--- src/adf_pkg.sv ---
`default_nettype none

package adf_pkg;

  localparam int HEADER_BYTES = 7;
  localparam int STORE_BYTES  = HEADER_BYTES - 1;
  localparam int LEN_W        = 13;
  localparam int HIDX_W       = 3;
  localparam int QUEUE_DEPTH  = 2;

  localparam logic [LEN_W-1:0] MAX_FRAME_RESET = 13'd8191;
  localparam logic [7:0]       SYNC_BYTE       = 8'hFF;
  localparam logic [3:0]       SYNC_NIBBLE     = 4'hF;

  typedef enum logic [1:0] {
    KIND_FRAME     = 2'd0,
    KIND_BAD_SYNC  = 2'd1,
    KIND_TOO_LONG  = 2'd2,
    KIND_TOO_SHORT = 2'd3
  } adf_kind_e;

  // Decoded header fields
  typedef struct packed {
    logic [LEN_W-1:0] frame_length;
    logic             mpeg_id;
    logic             crc_absent;
    logic [1:0]       audio_profile;
    logic [3:0]       rate_index;
    logic [2:0]       channel_layout;
    logic [10:0]      fullness;
    logic [1:0]       raw_block_count;
  } adf_hdr_t;

  // One queue entry: a single result, or a header replay of seven results
  typedef struct packed {
    adf_kind_e                        kind;
    logic                             replay;
    logic                             show_hdr;
    logic                             last;
    logic [HEADER_BYTES-1:0][7:0]     bytes;
  } adf_cmd_t;

  function automatic adf_hdr_t adf_decode(input logic [HEADER_BYTES-1:0][7:0] b);
    adf_hdr_t r;
    r.frame_length    = {b[3][1:0], b[4], b[5][7:5]};
    r.mpeg_id         = b[1][3];
    r.crc_absent      = b[1][0];
    r.audio_profile   = b[2][7:6];
    r.rate_index      = b[2][5:2];
    r.channel_layout  = {b[2][0], b[3][7:6]};
    r.fullness        = {b[5][4:0], b[6][7:2]};
    r.raw_block_count = b[6][1:0];
    return r;
  endfunction

endpackage

`default_nettype wire

--- src/adf_front.sv ---
`default_nettype none

module adf_front import adf_pkg::*; (
  input  wire logic             clk_i,
  input  wire logic             rst_ni,
  input  wire logic             cfg_we_i,
  input  wire logic [LEN_W-1:0] cfg_wdata_i,
  input  wire logic             in_valid_i,
  output logic                  in_ready_o,
  input  wire logic [7:0]       data_byte_i,
  input  wire logic             q_full_i,
  output logic                  push_o,
  output adf_cmd_t              cmd_o
);

  logic [STORE_BYTES-1:0][7:0] hdr_q;
  logic [HIDX_W-1:0]           count_q, count_d;
  logic                        in_payload_q, in_payload_d;
  logic [LEN_W-1:0]            bytes_left_q, bytes_left_d;
  logic [LEN_W-1:0]            max_q;
  logic [LEN_W-1:0]            len;
  logic                        take;
  logic                        store_en;
  logic                        sync_ok;

  assign in_ready_o = !q_full_i;
  assign take       = in_valid_i && in_ready_o;
  assign len        = {hdr_q[3][1:0], hdr_q[4], hdr_q[5][7:5]};
  assign sync_ok    = (hdr_q[0] == SYNC_BYTE) && (hdr_q[1][7:4] == SYNC_NIBBLE);
  assign store_en   = take && !in_payload_q && (count_q < HIDX_W'(STORE_BYTES));

  always_comb begin
    count_d      = count_q;
    in_payload_d = in_payload_q;
    bytes_left_d = bytes_left_q;
    push_o       = 1'b0;
    cmd_o        = '0;
    cmd_o.kind   = KIND_FRAME;
    if (take) begin
      if (in_payload_q) begin
        // pass one payload byte
        push_o                     = 1'b1;
        bytes_left_d               = bytes_left_q - 1'b1;
        cmd_o.bytes[HEADER_BYTES-1] = data_byte_i;
        cmd_o.last                 = (bytes_left_q == LEN_W'(1));
        if (cmd_o.last) begin
          in_payload_d = 1'b0;
        end
      end else if (store_en) begin
        count_d = count_q + 1'b1;
      end else begin
        count_d    = '0;
        push_o     = 1'b1;
        cmd_o.last = 1'b1;
        for (int i = 0; i < STORE_BYTES; i++) begin
          cmd_o.bytes[i] = hdr_q[i];
        end
        cmd_o.bytes[HEADER_BYTES-1] = data_byte_i;
        if (!sync_ok) begin
          cmd_o.kind = KIND_BAD_SYNC;
        end else if (len > max_q) begin
          cmd_o.kind     = KIND_TOO_LONG;
          cmd_o.show_hdr = 1'b1;
        end else if (len < LEN_W'(HEADER_BYTES)) begin
          cmd_o.kind     = KIND_TOO_SHORT;
          cmd_o.show_hdr = 1'b1;
        end else begin
          cmd_o.replay   = 1'b1;
          cmd_o.show_hdr = 1'b1;
          cmd_o.last     = (len == LEN_W'(HEADER_BYTES));
          if (len > LEN_W'(HEADER_BYTES)) begin
            bytes_left_d = len - LEN_W'(HEADER_BYTES);
            in_payload_d = 1'b1;
          end
        end
      end
    end
  end

  always_ff @(posedge clk_i or negedge rst_ni) begin
    if (!rst_ni) begin
      count_q      <= '0;
      in_payload_q <= 1'b0;
      bytes_left_q <= '0;
      max_q        <= MAX_FRAME_RESET;
    end else begin
      count_q      <= count_d;
      in_payload_q <= in_payload_d;
      bytes_left_q <= bytes_left_d;
      if (cfg_we_i) begin
        max_q <= cfg_wdata_i;
      end
    end
  end

  always_ff @(posedge clk_i) begin
    if (store_en) begin
      hdr_q[count_q] <= data_byte_i;
    end
  end

endmodule

`default_nettype wire

--- src/adf_queue.sv ---
`default_nettype none

module adf_queue import adf_pkg::*; #(
  parameter int DEPTH = QUEUE_DEPTH
) (
  input  wire logic     clk_i,
  input  wire logic     rst_ni,
  input  wire logic     push_i,
  input  wire adf_cmd_t cmd_i,
  output logic          full_o,
  output logic          head_valid_o,
  output adf_cmd_t      head_o,
  input  wire logic     pop_i
);

  localparam int PW = (DEPTH > 1) ? $clog2(DEPTH) : 1;
  localparam int CW = $clog2(DEPTH + 1);

  adf_cmd_t          mem_q [DEPTH];
  logic [PW-1:0]     wr_ptr_q, rd_ptr_q;
  logic [CW-1:0]     cnt_q;

  assign full_o       = (cnt_q == CW'(DEPTH));
  assign head_valid_o = (cnt_q != '0);
  assign head_o       = mem_q[rd_ptr_q];

  function automatic logic [PW-1:0] wrap_inc(input logic [PW-1:0] p);
    return (p == PW'(DEPTH - 1)) ? '0 : p + 1'b1;
  endfunction

  always_ff @(posedge clk_i or negedge rst_ni) begin
    if (!rst_ni) begin
      wr_ptr_q <= '0;
      rd_ptr_q <= '0;
      cnt_q    <= '0;
    end else begin
      if (push_i) begin
        wr_ptr_q <= wrap_inc(wr_ptr_q);
      end
      if (pop_i) begin
        rd_ptr_q <= wrap_inc(rd_ptr_q);
      end
      if (push_i && !pop_i) begin
        cnt_q <= cnt_q + 1'b1;
      end else if (pop_i && !push_i) begin
        cnt_q <= cnt_q - 1'b1;
      end
    end
  end

  always_ff @(posedge clk_i) begin
    if (push_i) begin
      mem_q[wr_ptr_q] <= cmd_i;
    end
  end

endmodule

`default_nettype wire

--- src/adf_back.sv ---
`default_nettype none

module adf_back import adf_pkg::*; (
  input  wire logic     clk_i,
  input  wire logic     rst_ni,
  input  wire logic     head_valid_i,
  input  wire adf_cmd_t head_i,
  output logic          pop_o,
  output logic          out_valid_o,
  input  wire logic     out_ready_i,
  output adf_kind_e     kind_o,
  output logic [7:0]    out_byte_o,
  output logic          first_o,
  output logic          last_o,
  output adf_hdr_t      hdr_o
);

  logic [HIDX_W-1:0] cnt_q;
  logic              out_valid_q;
  adf_kind_e         kind_q;
  logic [7:0]        byte_q;
  logic              first_q, last_q;
  adf_hdr_t          hdr_q;
  logic              issue, last_step;
  logic [7:0]        byte_d;
  adf_hdr_t          hdr_d;

  assign issue     = head_valid_i && (!out_valid_q || out_ready_i);
  assign last_step = !head_i.replay || (cnt_q == HIDX_W'(HEADER_BYTES - 1));
  assign pop_o     = issue && last_step;

  always_comb begin
    if (head_i.replay) begin
      byte_d = head_i.bytes[cnt_q];
    end else if (head_i.kind == KIND_FRAME) begin
      byte_d = head_i.bytes[HEADER_BYTES-1];
    end else begin
      byte_d = '0;
    end
    hdr_d = head_i.show_hdr ? adf_decode(head_i.bytes) : '0;
  end

  always_ff @(posedge clk_i or negedge rst_ni) begin
    if (!rst_ni) begin
      cnt_q       <= '0;
      out_valid_q <= 1'b0;
    end else begin
      if (issue) begin
        cnt_q       <= last_step ? '0 : cnt_q + 1'b1;
        out_valid_q <= 1'b1;
      end else if (out_ready_i) begin
        out_valid_q <= 1'b0;
      end
    end
  end

  always_ff @(posedge clk_i) begin
    if (issue) begin
      kind_q  <= head_i.kind;
      byte_q  <= byte_d;
      first_q <= head_i.replay && (cnt_q == '0);
      last_q  <= head_i.replay ? (last_step && head_i.last) : head_i.last;
      hdr_q   <= hdr_d;
    end
  end

  assign out_valid_o = out_valid_q;
  assign kind_o      = kind_q;
  assign out_byte_o  = byte_q;
  assign first_o     = first_q;
  assign last_o      = last_q;
  assign hdr_o       = hdr_q;

endmodule

`default_nettype wire

--- src/adts_frame_deframer.sv ---
// A payload byte passes through the queue and then the back end's output register.
// A good header takes the same path after its seventh byte; its seven header bytes
// then leave one after another as the output takes them.
// Bytes are taken one per cycle while the queue is not full; each good header
// is replayed from the single output register of the back end.
// Reset: asynchronous, active low; clears all control state and sets the maximum
// frame length register to 8191. No clearing pass is needed.
`default_nettype none

module adts_frame_deframer import adf_pkg::*; #(
  parameter int QDEPTH = QUEUE_DEPTH
) (
  input  wire logic             clk_i,
  input  wire logic             rst_ni,
  // configuration: maximum frame length
  input  wire logic             cfg_we_i,
  input  wire logic [LEN_W-1:0] cfg_wdata_i,
  // byte stream in
  input  wire logic             in_valid_i,
  output logic                  in_ready_o,
  input  wire logic [7:0]       data_byte_i,
  // results out
  output logic                  out_valid_o,
  input  wire logic             out_ready_i,
  output logic [1:0]            kind_o,
  output logic [7:0]            out_byte_o,
  output logic                  first_of_frame_o,
  output logic                  last_of_frame_o,
  output logic [LEN_W-1:0]      frame_length_o,
  output logic                  mpeg_id_o,
  output logic                  crc_absent_o,
  output logic [1:0]            audio_profile_o,
  output logic [3:0]            rate_index_o,
  output logic [2:0]            channel_layout_o,
  output logic [10:0]           fullness_o,
  output logic [1:0]            raw_block_count_o
);

  // Front end: collect header bytes, check sync and length, track payload count.
  // Every transfer that yields results pushes one command into the queue.
  logic      q_full, push, head_valid, pop;
  adf_cmd_t  cmd, head;
  adf_kind_e kind;
  adf_hdr_t  hdr;

  adf_front u_front (
    .clk_i       (clk_i),
    .rst_ni      (rst_ni),
    .cfg_we_i    (cfg_we_i),
    .cfg_wdata_i (cfg_wdata_i),
    .in_valid_i  (in_valid_i),
    .in_ready_o  (in_ready_o),
    .data_byte_i (data_byte_i),
    .q_full_i    (q_full),
    .push_o      (push),
    .cmd_o       (cmd)
  );

  // Short queue decouples the front from the replay; the front keeps taking
  // payload bytes until it fills.
  adf_queue #(
    .DEPTH (QDEPTH)
  ) u_queue (
    .clk_i        (clk_i),
    .rst_ni       (rst_ni),
    .push_i       (push),
    .cmd_i        (cmd),
    .full_o       (q_full),
    .head_valid_o (head_valid),
    .head_o       (head),
    .pop_i        (pop)
  );

  // Back end: expand a header command into seven results, otherwise emit one;
  // hold the result in the output register until it is taken.
  adf_back u_back (
    .clk_i        (clk_i),
    .rst_ni       (rst_ni),
    .head_valid_i (head_valid),
    .head_i       (head),
    .pop_o        (pop),
    .out_valid_o  (out_valid_o),
    .out_ready_i  (out_ready_i),
    .kind_o       (kind),
    .out_byte_o   (out_byte_o),
    .first_o      (first_of_frame_o),
    .last_o       (last_of_frame_o),
    .hdr_o        (hdr)
  );

  assign kind_o            = kind;
  assign frame_length_o    = hdr.frame_length;
  assign mpeg_id_o         = hdr.mpeg_id;
  assign crc_absent_o      = hdr.crc_absent;
  assign audio_profile_o   = hdr.audio_profile;
  assign rate_index_o      = hdr.rate_index;
  assign channel_layout_o  = hdr.channel_layout;
  assign fullness_o        = hdr.fullness;
  assign raw_block_count_o = hdr.raw_block_count;

endmodule

`default_nettype wire

--- config.mk ---
export PLATFORM = sky130hd
export DESIGN_NAME = adts_frame_deframer
export DESIGN_NICKNAME = d
export VERILOG_FILES = /design/src/adf_pkg.sv /design/src/adf_front.sv /design/src/adf_queue.sv /design/src/adf_back.sv /design/src/adts_frame_deframer.sv
export SDC_FILE = /design/constraint.sdc
export NUM_CORES = 1
export LEC_CHECK = 0
export BUFFER_PORTS_ARGS = -buffer_cell sky130_fd_sc_hd__clkbuf_2
export CAP_MARGIN = 20
export CORE_AREA = 3 3 154 171
export CTS_BUF_LIST = sky130_fd_sc_hd__clkbuf_16
export DETAILED_ROUTE_END_ITERATION = 10
export DIE_AREA = 0 0 157 174
export PLACE_DENSITY = 0.69
export SLEW_MARGIN = 20
export SYNTH_ARGS = -nofsm -noshare
export SYNTH_HDL_FRONTEND = slang
export SYNTH_SLANG_ARGS = --single-unit
--- constraint.sdc ---
create_clock -name clk_i -period 8.8 [get_ports clk_i]
set_input_delay 0.44 -clock clk_i [delete_from_list [all_inputs] [get_ports clk_i]]
set_output_delay 0.44 -clock clk_i [all_outputs]
set_load 0.02 [all_outputs]
==> results of run 1 <==
## cell usage after synthesis (2+ instances only)
cell | number | area, µm²
o21ai_0 | 37 | 185
o22ai_1 | 7 | 43.8
buf_2 | 11 | 55.1
o21a_1 | 2 | 15.0
nor4_1 | 8 | 50.1
and3_1 | 3 | 18.8
clkinv_1 | 2 | 7.51
o21bai_1 | 2 | 15.0
mux2i_1 | 59 | 591
mux2_2 | 4 | 45.0
o211ai_1 | 2 | 15.0
and2_1 | 56 | 350
o221a_2 | 3 | 33.8
o311ai_0 | 2 | 17.5
nand2_1 | 40 | 150
a21o_1 | 2 | 15.0
nand4_1 | 5 | 31.3
nand2b_1 | 4 | 25.0
dfstp_2 | 13 | 342
or3_1 | 2 | 12.5
nor3_1 | 14 | 70.1
nor4b_1 | 3 | 26.3
or4_2 | 2 | 17.5
or4_1 | 4 | 30.0
nor2_1 | 63 | 236
a211oi_1 | 5 | 37.5
mux4_2 | 7 | 158
a21oi_1 | 24 | 120
buf_4 | 2 | 15.0
nor2b_1 | 4 | 25.0
o211a_1 | 4 | 40.0
dfrtp_1 | 25 | 626
clkbuf_1 | 16 | 60.1
o221ai_1 | 14 | 123
xor2_1 | 10 | 87.6
inv_1 | 20 | 75.1
ha_1 | 21 | 263
o311a_1 | 2 | 20.0
nand3_1 | 13 | 65.1
buf_6 | 2 | 22.5
nor3b_1 | 4 | 30.0
edfxtp_1 | 219 | 6580
xnor2_1 | 5 | 43.8
## area by class of cell
| class | instances | area (µm²) | area share [%] |
|---|---|---|---|
| clock inverters | 18 | 105 | 0.840 |
| flip-flops and latches | 257 | 7540 | 60.3 |
| clock buffers | 25 | 626 | 5.00 |
| well taps | 310 | 388 | 3.10 |
| inverters | 22 | 82.6 | 0.660 |
| repair buffers | 88 | 490 | 3.92 |
| multi-input cells | 457 | 3270 | 26.1 |
## flip-flops by register name, indices dropped and copies added (netlist names)
name                  cells
u_queue.mem_q           122
u_front.in_payload_q      1
u_front.count_q           3
u_back.out_byte_o         8
u_front.hdr_q            48
u_front.bytes_left_q     13
u_back.hdr_o             37
u_back.kind_o             2
u_back.first_o            1
u_queue.cnt_q             2
u_queue.rd_ptr_q          1
u_back.out_valid_o        1
u_back.cnt_q              3
u_back.last_o             1
u_queue.wr_ptr_q          1
u_front.max_q            13
## logic make-up after synthesis
family / after synthesis / share of synthesized area [%]
multiplexers: 70 / 7.20
AND/OR/NAND/NOR: 234 / 11.2
flip-flops: 257 / 68.4
adder cells (fa/ha/maj): 21 / 2.38
AO/OA/AOI/OAI: 117 / 7.21
XOR/XNOR: 15 / 1.19
buffers and inverters: 56 / 2.38
## layer usage
layer  routed length [µm]  share of wire, %
met1                10200                45
met2                10600                46
met3                 1500               6.6
met4                  512               2.2
met5                    0                 0
## critical path: stages, from the launching register on
cell      delay (ns)
dfstp_2         0.51
inv_1           0.05
ha_1            0.31
nand3_1         0.11
o21bai_1        0.16
a31o_2          0.26
a221oi_2        0.78
o31ai_2         0.32
o221a_2         0.34
## final timing paths
check	depth (start not counted)	end	slack [ns]	startpoint
min	2	u_front.bytes_left_q[12]$_DFFE_PN0P_	-0.003	rst_ni
max in group asynchronous	2	u_queue.rd_ptr_q$_DFFE_PN0P_	8.39	rst_ni
max reg2reg	8	u_front.bytes_left_q[5]$_DFFE_PN0P_	5.84	u_front.max_q[4]$_DFFE_PN1P_
min in group clk_i	3	u_front.max_q[12]$_DFFE_PN1P_	0.13	cfg_wdata_i[12]
max	8	u_front.bytes_left_q[5]$_DFFE_PN0P_	5.84	u_front.max_q[4]$_DFFE_PN1P_
min reg2reg	1	u_queue.wr_ptr_q$_DFFE_PN0P_	0.51	u_queue.wr_ptr_q$_DFFE_PN0P_
## placed cells by master (no fill, tap or decap), types with 3 or more instances in the layout
cell type / synthesis / layout
ha_1: 21 / 21
or4_1: 4 / 4
xnor2_1: 5 / 5
nand2b_1: 4 / 4
dfstp_2: 13 / 13
mux2_2: 4 / 4
nand2_1: 40 / 40
o221a_2: 3 / 3
o211a_1: 4 / 4
a211oi_1: 5 / 5
nand3_1: 13 / 13
mux2i_1: 59 / 58
o22ai_1: 7 / 7
nor2b_1: 4 / 4
mux4_2: 7 / 7
clkbuf_2: 0 / 76
and3_1: 3 / 3
o221ai_1: 14 / 14
edfxtp_1: 219 / 219
a21oi_1: 24 / 24
nand4_1: 5 / 5
o21ai_0: 37 / 37
nor4_1: 8 / 8
nor3_1: 14 / 12
and2_1: 56 / 55
inv_1: 20 / 26
dfrtp_1: 25 / 24
xor2_1: 10 / 10
nor2_1: 63 / 63
buf_4: 2 / 11
nor3b_1: 4 / 4
clkbuf_16: 0 / 25
clkinv_1: 2 / 9
## stage by stage
stage	hold slack, ns	utilization, %	worst slack (ns)	cell area, µm²	power (mW)
CTS	0.000453	50.8	5.88	12500	4.07
detailed placement	0.505	47.8	5.90	11700	3.10
global placement	0.499	47.8	5.92	11700	3.07
finish	-0.00260	50.9	5.84	12500	4.06
global route	0.0402	50.9	5.65	12500	4.27
floorplan	0.144	-	3.17	11000	2.74
## power by group through the flow
stage	Clock (mW)	Combinational, mW	Sequential [mW]
6_report	0.963	1.19	1.91
5_1_grt	1.03	1.29	1.94
4_1_cts	0.982	1.18	1.91
3_5_place_dp	0	1.17	1.93
3_3_place_gp	0	1.16	1.92
2_1_floorplan	0	0.732	2.01
==> qor.txt, run 1 <==
Status - complete, but fails checks
Violated checks - hold timing
Worst-Margin Slew - 0.994 ns
Clk root buf - clkbuf_16
Core area - 0.0245 mm²
Critical Path End Type - flop
Layout cells sized above 1 - 19.4%
Hold Slack - -0.00260 ns
GP Congestion - 0.862
Postcts setup bufs - 0
CTS H-tree lvls - 1
Pin count of the biggest net entering global routing - 62
Clock network fraction of total power - 23.7%
Initial DRC Count - 509
Hpwl dp - 15.4 mm
Clock transition at path regs - 0.06 ns
Avg WL per Cell - 19.4 µm
Asr flop ratio synth - 14.8%
Tcrit/Tclk final - 33.6%
GRT met3 Usage - 3.06%
Longest Clk Path Bufs - 3
Gr ovfl total - 0
Row count - 60
Hold Fails Final Rpt - 4
Comb pwr share - 29.2%
CP Launch Type - flop
Vias in the first global route - 6238
Finished Layout Cells - 1177
Clock Skews - 0.00803 ns
FMAX - 338 MHz
First-pass GRT wire length - 35.5 mm
M1 GR Usage - 23.8%
Die Y - 174 µm
#FFs+latches synth - 257
Net count, final - 898
Placed insts - 1133
# port buffers - 76
Min Tclk post-route - 2.96 ns
Initial antenna violation count - 0
Internal - 2.69 mW
Cell variety after synth - 66
CTS Hold Bufs - 0
Peak supply drop - 0.160 mV
Syn_nets - 817
CTS tree - done
Synth Flop Type - edfxtp_1
Slew headroom - 33.5%
Synth Cell Area - 0.0110 mm²
Via count - 6496
Sw Share - 33.7%
Seq/Total Area, Yosys - 68.4%
Max-Cap Viols - 0
Initial Util - 44.9%
Post_cts resized - 0
Total Routing Usage GR - 16.5%
Req. time, crit path - 9.20 ns
Post-route ant nets - 0
Die footprint - 0.0273 mm²
Filler cell count in the final layout - 2059
Setup violators final - 0
EDFF count, synth - 219
RSZ-0062 raised after global routing - false
Switch Pwr - 1.37 mW
Syn Inst Count - 770
Die width - 157 µm
GR peak layer - met2
Max Slew Vio Count - 0
Crit path arrival time - 3.36 ns
Maximum fanout along the worst path - 14
Layout overhead on the synthesized area - 13.5%
PwrDens - 324 mW/mm²
DRC - 0
Sum Neg Setup Slack - 0 ns
Drt via density - 5.52
Drt pass-1 iters - 5
Lkg Pwr - 4.76 nW
Met2 Track Usage GR - 25.7%
Syn avg cell area - 14.3 µm²
Worst min path class - in2async
Wirelength, routed - 22.8 mm
Clock Sinks - 257
Share of power burned in registers - 47.0%
Worst setup path category - reg2reg
Clock insertion delay at the later pin of the skew report - 0.51 ns
Synth warn - 0
Io pins - 77
Diodes inserted - 0
Cts bufs inserted - 25
Note: power is estimated with default switching activity, not from simulation.
==> run 2, diff against run 1 <==
--- a/config.mk
+++ b/config.mk
@@ -11,7 +11,7 @@
 export CTS_BUF_LIST = sky130_fd_sc_hd__clkbuf_16
 export DETAILED_ROUTE_END_ITERATION = 10
 export DIE_AREA = 0 0 157 174
-export PLACE_DENSITY = 0.69
+export PLACE_DENSITY = 0.72
 export SLEW_MARGIN = 20
 export SYNTH_ARGS = -nofsm -noshare
 export SYNTH_HDL_FRONTEND = slang
==> constraint.sdc (replaced) <==
create_clock -name clk_i -period 2.45 [get_ports clk_i]
set_input_delay 0.1225 -clock clk_i [delete_from_list [all_inputs] [get_ports clk_i]]
set_output_delay 0.1225 -clock clk_i [all_outputs]
set_load 0.02 [all_outputs]
==> run 2 against run 1 <==
The run ends with setup timing left. Sequential power grew to 3.5 times the previous value. Non-clock buffer count is 65 higher. Wire length is 2.8% higher. Register-to-register slack worse by 5.9 ns. Clock-buffer cell count stayed put.
==> qor.txt, run 2 (same netlist as run 1, synthesis figures left out) <==
Status - complete, but fails checks
Violated checks - setup timing
Cts bufs inserted - 25 (unchanged)
Setup violators final - 9 (+9)
Die Y - 174 µm (unchanged)
Wirelength, routed - 23.4 mm (+2.8%)
# port buffers - 76 (unchanged)
Critical Path End Type - flop
Sum Neg Setup Slack - -0.465 ns (-0.465 ns)
Maximum fanout along the worst path - 7 (-7)
Max-Cap Viols - 0 (unchanged)
Max Slew Vio Count - 0 (unchanged)
Crit-path cells - inv_1 -> ha_4 -> nand4_1 -> nor4_1 -> buf_4 -> a221oi_4 -> buf_4 -> or3_4 -> o221a_2
Layout overhead on the synthesized area - 21.7%
Hold Fails Final Rpt - 0 (-4)
Via count - 6741 (+3.8%)
Clock transition at path regs - 0.07 ns (about the same)
Setup ws final - -0.0922 ns (-5.93 ns)
CTS H-tree lvls - 1 (unchanged)
Commonest cells after routing, fill and taps aside - 219 x edfxtp_1, 76 x clkbuf_2, 61 x nor2_1
Pin count of the biggest net entering global routing - 62 (unchanged)
Drt pass-1 iters - 8 (+3)
Clock Skews - 0.0134 ns (+0.00535 ns)
Critical-path top delay cell - dfstp_2
Most common cell after layout, fill and taps aside - edfxtp_1
Worst min path class - in2reg
Tcrit/Tclk final - 104% (+70 points)
Most flops, register - u_queue.mem_q
Avg WL per Cell - 18.8 µm (-2.8%)
Vias in the first global route - 6608 (+5.9%)
Hpwl dp - 15.5 mm (+0.69%)
First-pass GRT wire length - 36.6 mm (+3.3%)
Io pins - 77 (unchanged)
Largest register FFs - 122 (unchanged)
Diodes inserted - 0 (unchanged)
CP Launch Type - flop
FMAX - 393 MHz (+16%)
Drt via density - 5.42 (-1.8%)
Core area - 0.0245 mm² (unchanged)
Lkg Pwr - 5.16 nW (+8.3%)
Worst path bufs/invs - 3 (+2)
Total Routing Usage GR - 16.9% (+0.37 points)
Longest Clk Path Bufs - 3 (unchanged)
Clk root buf - clkbuf_16
Die footprint - 0.0273 mm² (unchanged)
Clock Sinks - 257 (unchanged)
Worst setup path category - reg2reg
Crit path arrival time - 2.94 ns (-0.42 ns)
Initial DRC Count - 494 (-2.9%)
Dpl ws - -0.225 ns (-6.12 ns)
Gr ovfl total - 0 (unchanged)
Initial Util - 44.9% (unchanged)
CTS tree - done
RSZ-0062 raised after global routing - true
DRC - 0 (unchanged)
Slew headroom - 41.5% (+8.0 points)
Post-route ant nets - 0 (unchanged)
Slowest stage delay, CP - 0.52 ns (-0.26 ns)
CP top delay family - simple AND/OR/NAND/NOR gates
Row count - 60 (unchanged)
Net count, final - 963 (+7.2%)
Req. time, crit path - 2.85 ns (-6.35 ns)
Initial antenna violation count - 0 (unchanged)
Min Tclk post-route - 2.54 ns (-0.419 ns)
Clock insertion delay at the later pin of the skew report - 0.51 ns (about the same)
GP Congestion - 0.877 (+1.8%)
Layout cells sized above 1 - 27.0% (+7.6 points)
Peak supply drop - 0.612 mV (+280%)
Die width - 157 µm (unchanged)
PwrDens - 1130 mW/mm² (+250%)
Crit-path most repeated cell - buf_4
Worst-Margin Slew - 0.878 ns (-0.117 ns)
[run 2: path summary, 6_finish.rpt]
path | from | slack (ns) | cells after the start | end
setup / recovery | u_front.max_q[12]$_DFFE_PN1P_ | -0.09 | 9 | u_front.bytes_left_q[11]$_DFFE_PN0P_
hold / removal | data_byte_i[3] | 0.009 | 1 | u_front.hdr_q[3]$_DFFE_PP_
setup reg to reg | u_front.max_q[12]$_DFFE_PN1P_ | -0.09 | 9 | u_front.bytes_left_q[11]$_DFFE_PN0P_
hold reg to reg | u_back.out_valid_o$_DFFE_PN0P_ | 0.50 | 2 | u_back.out_valid_o$_DFFE_PN0P_
max in group asynchronous | rst_ni | 1.44 | 3 | u_front.max_q[8]$_DFFE_PN1P_
min in group asynchronous | rst_ni | 0.26 | 2 | u_front.bytes_left_q[4]$_DFFE_PN0P_
[run 2: area by class of cell]
cell class / instances / area, µm²
flip-flops and latches: 257 / 7540
multi-input cells: 457 / 3550
fillers: 1898 / 11100
clock buffers: 25 / 626
well taps: 310 / 388
clock inverters: 20 / 166
inverters: 22 / 85.1
repair buffers: 153 / 1060
[run 2: routing by layer]
metal | up-vias | global-route usage [%] | wire (µm)
met2 | 206 | 28.0 | 11400
met5 | - | 0 | 0
met1 | 3298 | 23.3 | 10200
met3 | 34 | 2.22 | 1220
met4 | 0 | 4.93 | 560
li1 | 3203 | - | -
[run 2: repair_timing]
action	in CTS	in global routing
hold buffers	20	0
resized for setup	22	34
pin swaps	8	20
buffers inserted	3	7
endpoints found under the hold margin	65	0
setup endpoints to repair	16	22
[run 2: stage by stage]
| step | std cells | power, mW | utilization [%] | hold WS [ns] | area, µm² |
|---|---|---|---|---|---|
| 6_report | 1244 | 15.1 | 54.6 | 0.00856 | 13400 |
| 5_1_grt | 1244 | 15.9 | 54.6 | 0.00686 | 13400 |
| 4_1_cts | 1239 | 15.1 | 53.8 | 0.00865 | 13200 |
| 3_5_place_dp | 1172 | 11.3 | 49.2 | 0.297 | 12100 |
| 3_3_place_gp | 1172 | 11.2 | 49.2 | 0.284 | 12100 |
| 2_1_floorplan | 770 | 9.84 | - | -0.173 | 11100 |
[run 2: where the power goes]
group / leakage (nW) / switching (mW) / internal [mW]
sequential: 2.53 / 0.507 / 6.18
clock: 0.413 / 1.53 / 2.17
combinational: 2.21 / 2.96 / 1.76
